**config.mk**
```make
export PLATFORM = sky130hd
export DESIGN_NAME = sms_ctrl
export DESIGN_NICKNAME = d
export VERILOG_FILES = /design/src/sv/sms_pkg.sv /design/src/sv/sms_ctrl.sv
export SDC_FILE = /design/constraint.sdc
export NUM_CORES = 1
export LEC_CHECK = 0
export BUFFER_PORTS_ARGS = -buffer_cell sky130_fd_sc_hd__buf_4
export CAP_MARGIN = 20
export CORE_AREA = 8 8 45 47
export DETAILED_ROUTE_END_ITERATION = 12
export DIE_AREA = 0 0 53 55
export GPL_TIMING_DRIVEN = 0
export MAX_ROUTING_LAYER = met4
export SLEW_MARGIN = 20
export SYNTH_ARGS = -nofsm -noshare
export SYNTH_HDL_FRONTEND = slang
export SYNTH_SLANG_ARGS = --single-unit
export TNS_END_PERCENT = 1
```
**constraint.sdc**
```tcl
create_clock -name clock -period 1.2 [get_ports clock]
set_clock_uncertainty 0.05 [all_clocks]
set_input_delay 0 -clock clock [delete_from_list [all_inputs] [get_ports clock]]
set_output_delay 0 -clock clock [all_outputs]
set_load 0.01 [all_outputs]
```
**src/sv/sms_pkg.sv**
```systemverilog
// Shared constants, state encoding and control structs for the stable merge sorter.
`timescale 1ns / 1ps
`default_nettype none

package sms_pkg;

   localparam int MAX_ITEMS = 64;
   localparam int ADDR_W    = $clog2(MAX_ITEMS);
   localparam int CNT_W     = ADDR_W + 1;
   localparam int SUM_W     = CNT_W + 1;
   localparam int KEY_W     = 32;
   localparam int TAG_W     = 16;
   localparam int ENTRY_W   = KEY_W + TAG_W;

   typedef enum logic [2:0] {
      ST_LOAD,
      ST_GROUP,
      ST_MERGE,
      ST_EMIT_PRIME,
      ST_EMIT
   } state_type;

   typedef struct packed {
      logic load;
      logic sort_init;
      logic group_init;
      logic merge_step;
      logic emit_init;
      logic emit_step;
   } cmd_type;

   typedef struct packed {
      logic has_prior;
      logic group_last;
      logic pass_end;
      logic sort_end;
      logic emit_last;
   } status_type;

endpackage

`default_nettype wire

```
**src/sv/sms_ctrl.sv**
```systemverilog
// Sequencer for the sorter: load, merge passes and result emission.
`timescale 1ns / 1ps
`default_nettype none

module sms_ctrl (
   input  wire logic               clock,
   input  wire logic               reset,
   input  wire logic               start,
   input  wire logic               req_last_item,
   input  wire sms_pkg::status_type status,
   output logic                    busy,
   output sms_pkg::cmd_type        cmd
);

   sms_pkg::state_type state_ff;
   sms_pkg::state_type state_in;

   always_ff @(posedge clock) begin
      if (reset) begin
         state_ff <= sms_pkg::ST_LOAD;
      end else begin
         state_ff <= state_in;
      end
   end

   always_comb begin
      state_in = state_ff;
      case (state_ff)
         sms_pkg::ST_LOAD: begin
            if (start && req_last_item) begin
               state_in = status.has_prior ? sms_pkg::ST_GROUP : sms_pkg::ST_EMIT_PRIME;
            end
         end
         sms_pkg::ST_GROUP: begin
            state_in = sms_pkg::ST_MERGE;
         end
         sms_pkg::ST_MERGE: begin
            if (status.group_last) begin
               if (status.pass_end && status.sort_end) begin
                  state_in = sms_pkg::ST_EMIT_PRIME;
               end else begin
                  state_in = sms_pkg::ST_GROUP;
               end
            end
         end
         sms_pkg::ST_EMIT_PRIME: begin
            state_in = sms_pkg::ST_EMIT;
         end
         sms_pkg::ST_EMIT: begin
            if (status.emit_last) begin
               state_in = sms_pkg::ST_LOAD;
            end
         end
         default: begin
            state_in = sms_pkg::ST_LOAD;
         end
      endcase
   end

   always_comb begin
      busy           = (state_ff != sms_pkg::ST_LOAD);
      cmd.load       = (state_ff == sms_pkg::ST_LOAD) && start;
      cmd.sort_init  = (state_ff == sms_pkg::ST_LOAD) && start && req_last_item;
      cmd.group_init = (state_ff == sms_pkg::ST_GROUP);
      cmd.merge_step = (state_ff == sms_pkg::ST_MERGE);
      cmd.emit_init  = (state_ff == sms_pkg::ST_EMIT_PRIME);
      cmd.emit_step  = (state_ff == sms_pkg::ST_EMIT);
   end

endmodule

`default_nettype wire

```
# Word-level counts from Yosys, hierarchy flattened

Index checks and enable logic that the tools add are counted.

$add $sub $neg: 0
Multiply operators: 0
Divide/modulo/power cells: 0
Order comparisons: 0
Equality and inequality tests: 7
Shift-type cells: 0
Muxes and demuxes: 6
Bitwise gates (word level): 0
Reduce and logical (&&, ||, !) cells: 7

Operator list:

| kind                                                            | number |
|---|---|
| 3-bit one-hot mux with 5 select lines                           | 1 |
| 3-bit two-way mux                                               | 3 |
| 3-bit by 2-bit == test with 1-bit output, second input constant | 2 |
| 2-bit != test, second input constant                            | 3 |
| 1-bit logical AND                                               | 4 |
| 2-bit two-way mux                                               | 2 |
| 3-bit by 1-bit == test with 1-bit output, second input constant | 1 |
| 3-bit == test, second input constant                            | 1 |
| 3-bit zero test                                                 | 1 |
| 3-bit AND reduction                                             | 1 |
| 3-bit nonzero test                                              | 1 |

Register bits: 3
Latch bits: 0
Bits in writable memories: 0
Bits in read-only memories: 0
Word-level logic and storage cells: 21
Memories kept: 0

# Depth between registers and ports, before layout

Word-level depth: 4
Mapped depth: 4
Gate-level depth less buffers: 3

# Least setup slack after synthesis

No wires, ideal clock.

Kind: reg-to-reg
From: reg state_ff[0]
To: reg state_ff[1]
Setup time: 0.066 ns
Arrival time: 1.070 ns
Required time: 1.084 ns
Path slack: 0.014 ns
Stages on the path, launching flop included: 5
Clock period less this slack: 1.186 ns
Cell sequence: dfxtp_1 -> buf_6 -> nand3b_4 -> a2111o_1 -> a21oi_2

Cells in the longest elaborated chain, start to end: 3
Elaborated cells on any way between the ends: 10
Classes of those cells: eq/ne: 7; mux: 1; reduce/logical: 2

Ends and longest elaborated chain:

| what                                                                   | RTL line       | RTL |
|---|---|---|
| from (decl)                                                            | sms_ctrl.sv:15 | `sms_pkg::state_type state_ff;` |
| from (signal assigned)                                                 | sms_ctrl.sv:20 | `state_ff <= sms_pkg::ST_LOAD;` |
| from (signal assigned)                                                 | sms_ctrl.sv:22 | `state_ff <= state_in;` |
| 3-bit by 2-bit == test with 1-bit output, or another cell as far along | sms_ctrl.sv:28 | `case (state_ff)` |
| 2-bit != test (no line)                                                | -              |  |
| 3-bit AND reduction (no line)                                          | -              |  |

Parallel ways exist; a longest one is shown, timed or not.
A chain may end at the register's enable or synchronous reset.

==> Implementation_results.wiki <==
{| class="wikitable"
! Metric !! Value
|-
| Number of diodes || 0
|-
| Core outline area || between 1000 and 1500 um2
|-
| Worst min-delay path endpoint || state_ff[2]$_SDFFE_PP0P_
|-
| Placed standard-cell area || around 350 um2
|-
| Finish-stage setup viols || 2
|-
| Wire length reported by the detailed router || ~660 um
|-
| Sink count of the clock tree || 3
|-
| Root Buffer Master || sky130_fd_sc_hd__clkbuf_4
|-
| Largest voltage drop on the vdd net || 0.466 mV
|-
| Horizontal die dimension || between 50 and 60 um
|-
| Kind of end point of the critical path || output pin
|-
| Highest attainable clock frequency || around 0.81 GHz
|-
| Share of layout cells above drive strength 1 || roughly three fifths
|-
| Global-route total usage across every layer || 5.17%
|-
| Clock latency on the worst-skew pair || around 0.23 ns
|-
| Site Rows || 14
|-
| Number of library cell types mapped by synthesis || 16
|-
| Fin worst setup slack || -0.0417 ns
|-
| Worst R2R Start || state_ff[1]$_SDFFE_PP0P_
|-
| Post-DR wirelength/cell || ~10 um
|-
| Final RePlAce weighted congestion || about 0.73
|-
| Worst-path fanout max || 4
|-
| Top register by number of flip-flops || state_ff
|-
| Starting Density || around 15%
|-
| Fin crit share || 103%
|-
| Kind of start point of the critical path || register
|-
| Count of placed standard cells in the final layout, fillers left out || between 60 and 70
|-
| Most frequent standard cell in the layout excluding fill and tap cells || sky130_fd_sc_hd__buf_4
|-
| Endpoint of the worst register-to-register path || state_ff[0]$_SDFFE_PP0P_
|-
| Hold path cells || 4
|-
| Pin count of the biggest net entering global routing || 11
|-
| Portion of the post-synthesis area used by sequential elements || roughly 28%
|-
| Regs by FF count || state_ff (3)
|-
| Cell count after placement || 56
|-
| First-pass DRT Iterations || 2
|-
| Required time reported for the critical path endpoint || about 1.2 ns
|-
| Cell depth of the worst flop-to-flop path || 4
|-
| Clock Pin Slew Worst Setup and Hold Paths || ~0.040 ns
|-
| Violations in the final reports || setup timing
|-
| Netlist area before placement || 213 um2
|-
| Most used cells in the layout excluding fill and tap cells || 17 x sky130_fd_sc_hd__buf_4, 3 x sky130_fd_sc_hd__nor3b_1, 3 x sky130_fd_sc_hd__clkbuf_4
|-
| Min Tclk post-route || roughly 1.2 ns
|-
| DIE HEIGHT || ~55 um
|-
| Yosys reg bits || 3
|-
| Violation count after the first detailed-routing iteration || 2
|-
| Total Nets Final || 57
|-
| Outcome || complete, but fails checks
|-
| Die area || 2920 um2
|-
| Portion of synthesized cell area occupied by the leading cell type || 28.2%
|-
| Final Slew Violations || 0
|-
| I/O pin count || 16
|-
| Transition time at the pin with the least slew margin || roughly 0.27 ns
|-
| Arrival time worst endpoint || 1.19 ns
|-
| Number of global-route vias before repair || between 200 and 300
|-
| Unrepaired setup endpoints after global routing || yes
|-
| First-pass GRT wire length || approximately 1000 um
|-
| Maximum root-to-sink buffer count || 2
|-
| Number of design rule violations left after detail routing || 0
|-
| Cell count after synthesis || 25
|-
| Leak pwr || between 0.0002 and 0.00025 uW
|-
| Post-synth net total || 34
|-
| Number of antenna-violating nets in the routed design || 0
|-
| CTS H-tree depth || 1
|-
| Synthesized area divided by synthesized cell count || between 8 and 9 um2
|-
| Detail-routed via count per cell || ~4
|-
| Sum Neg Setup Slack || -0.0717 ns
|-
| Origin of the worst min-delay path || status[0]
|-
| Cell area after layout || 419 um2
|-
| Number of input and output port buffers inserted || 15
|-
| Number of flip-flops under the largest register name || 3
|-
| Areal power density over the cells || approximately 1300 nW/um2
|-
| Remaining global-route overflow || 0
|-
| Leading area contributor after synthesis || sky130_fd_sc_hd__dfxtp_1
|-
| Number of warning messages in the yosys log || 0
|-
| Pre-CTS setup slack || -0.0171 ns
|-
| Number of hold violations in the final report || 0
|-
| Area growth, synth to finish || 97.1%
|-
| Reg-to-reg setup timing slack || approximately 0.040 ns
|-
| CTS tree || yes
|-
| Number of buffers added by the clock tree synthesis step || 3
|-
| Total of max-cap violations || 0
|-
| Number of antenna violations at the first check in global routing || 0
|-
| Rel. slew slack || roughly four fifths
|-
| Ranking of synthesized cells by area || sky130_fd_sc_hd__dfxtp_1 28%, sky130_fd_sc_hd__nor3b_1 11%, sky130_fd_sc_hd__nand3b_4 9.4%
|-
| Total number of vias || 252
|-
| Kind of critical path || register to output pin
|-
| HP Class || input port to register
|}
-- worst max path at each step --
stage,from,end,slack (ns),cells after the start
after detailed placement,state_ff[0]$_SDFFE_PP0P_,state_ff[1]$_SDFFE_PP0P_,-0.02,4
after global placement,state_ff[0]$_SDFFE_PP0P_,state_ff[1]$_SDFFE_PP0P_,-0.01,4
final,state_ff[1]$_SDFFE_PP0P_,cmd[5],-0.04,3
after global routing,state_ff[1]$_SDFFE_PP0P_,cmd[5],-0.09,3
after floorplan,state_ff[0]$_SDFFE_PP0P_,state_ff[1]$_SDFFE_PP0P_,0.01,4
after CTS,state_ff[1]$_SDFFE_PP0P_,cmd[4],-0.05,3
-- cells in the mapped netlist, drive strengths merged --
cell type,count
a2111o,1
and2,1
nor2,4
inv,2
dfxtp,3
a211oi,1
nand3b,1
buf,1
and3b,1
or3,2
a21oi,2
nor3b,3
nand2b,1
nor4,1
nand2,1
-- layer usage --
| metal | wire (um) | part of all wire [%] | track usage, % |
|---|---|---|---|
| met3 | 50 | 7.6 | 3.21 |
| met1 | 307 | 47 | 5.76 |
| met4 | 19 | 2.9 | 3.88 |
| met5 | 0 | 0 | - |
| met2 | 278 | 42 | 6.45 |
-- worst max-delay path: stages, from the launching register on --
cell                      delay, ns
sky130_fd_sc_hd__dfxtp_4       0.34
sky130_fd_sc_hd__or3_4         0.40
sky130_fd_sc_hd__nor2_2        0.09
sky130_fd_sc_hd__buf_4         0.12
-- through the flow --
step / power [uW] / hold WS (ns) / util [%]
finish: 564 / 0.0147 / 30.3
detailed placement: 352 / 0.130 / 25.0
global route: 608 / 0.0580 / 30.3
global placement: 352 / 0.130 / 25.0
floorplan: 254 / 0.0124 / -
CTS: 563 / 0.0116 / 29.4
-- cell families after synthesis --
logic type | after synthesis | share of synthesized area, %
simple gates | 15 | 47.6
compound gates | 4 | 15.3
flops | 3 | 28.2
buf+inv | 3 | 8.82
-- power by group --
group | internal (uW) | total (uW) | switching (uW)
combinational | 144 | 240 | 95.8
sequential | 121 | 147 | 26.1
clock | 125 | 177 | 52.6
-- final cells by class --
class / count / area, um2
fill: 153 / 965
clock buffer: 4 / 26.3
multi-input combinational: 19 / 149
sequential: 3 / 68.8
timing repair buffer: 19 / 148
tap: 16 / 20.0
inverter: 2 / 7.51
-- what timing repair did --
action,in CTS,in global routing
hold buffers,2,0
buffers inserted,2,0
setup endpoints to repair,4,4
pin swaps,2,1
endpoints found under the hold margin,2,0
gates resized for setup,5,4
Note: power is estimated with default switching activity, not from simulation.
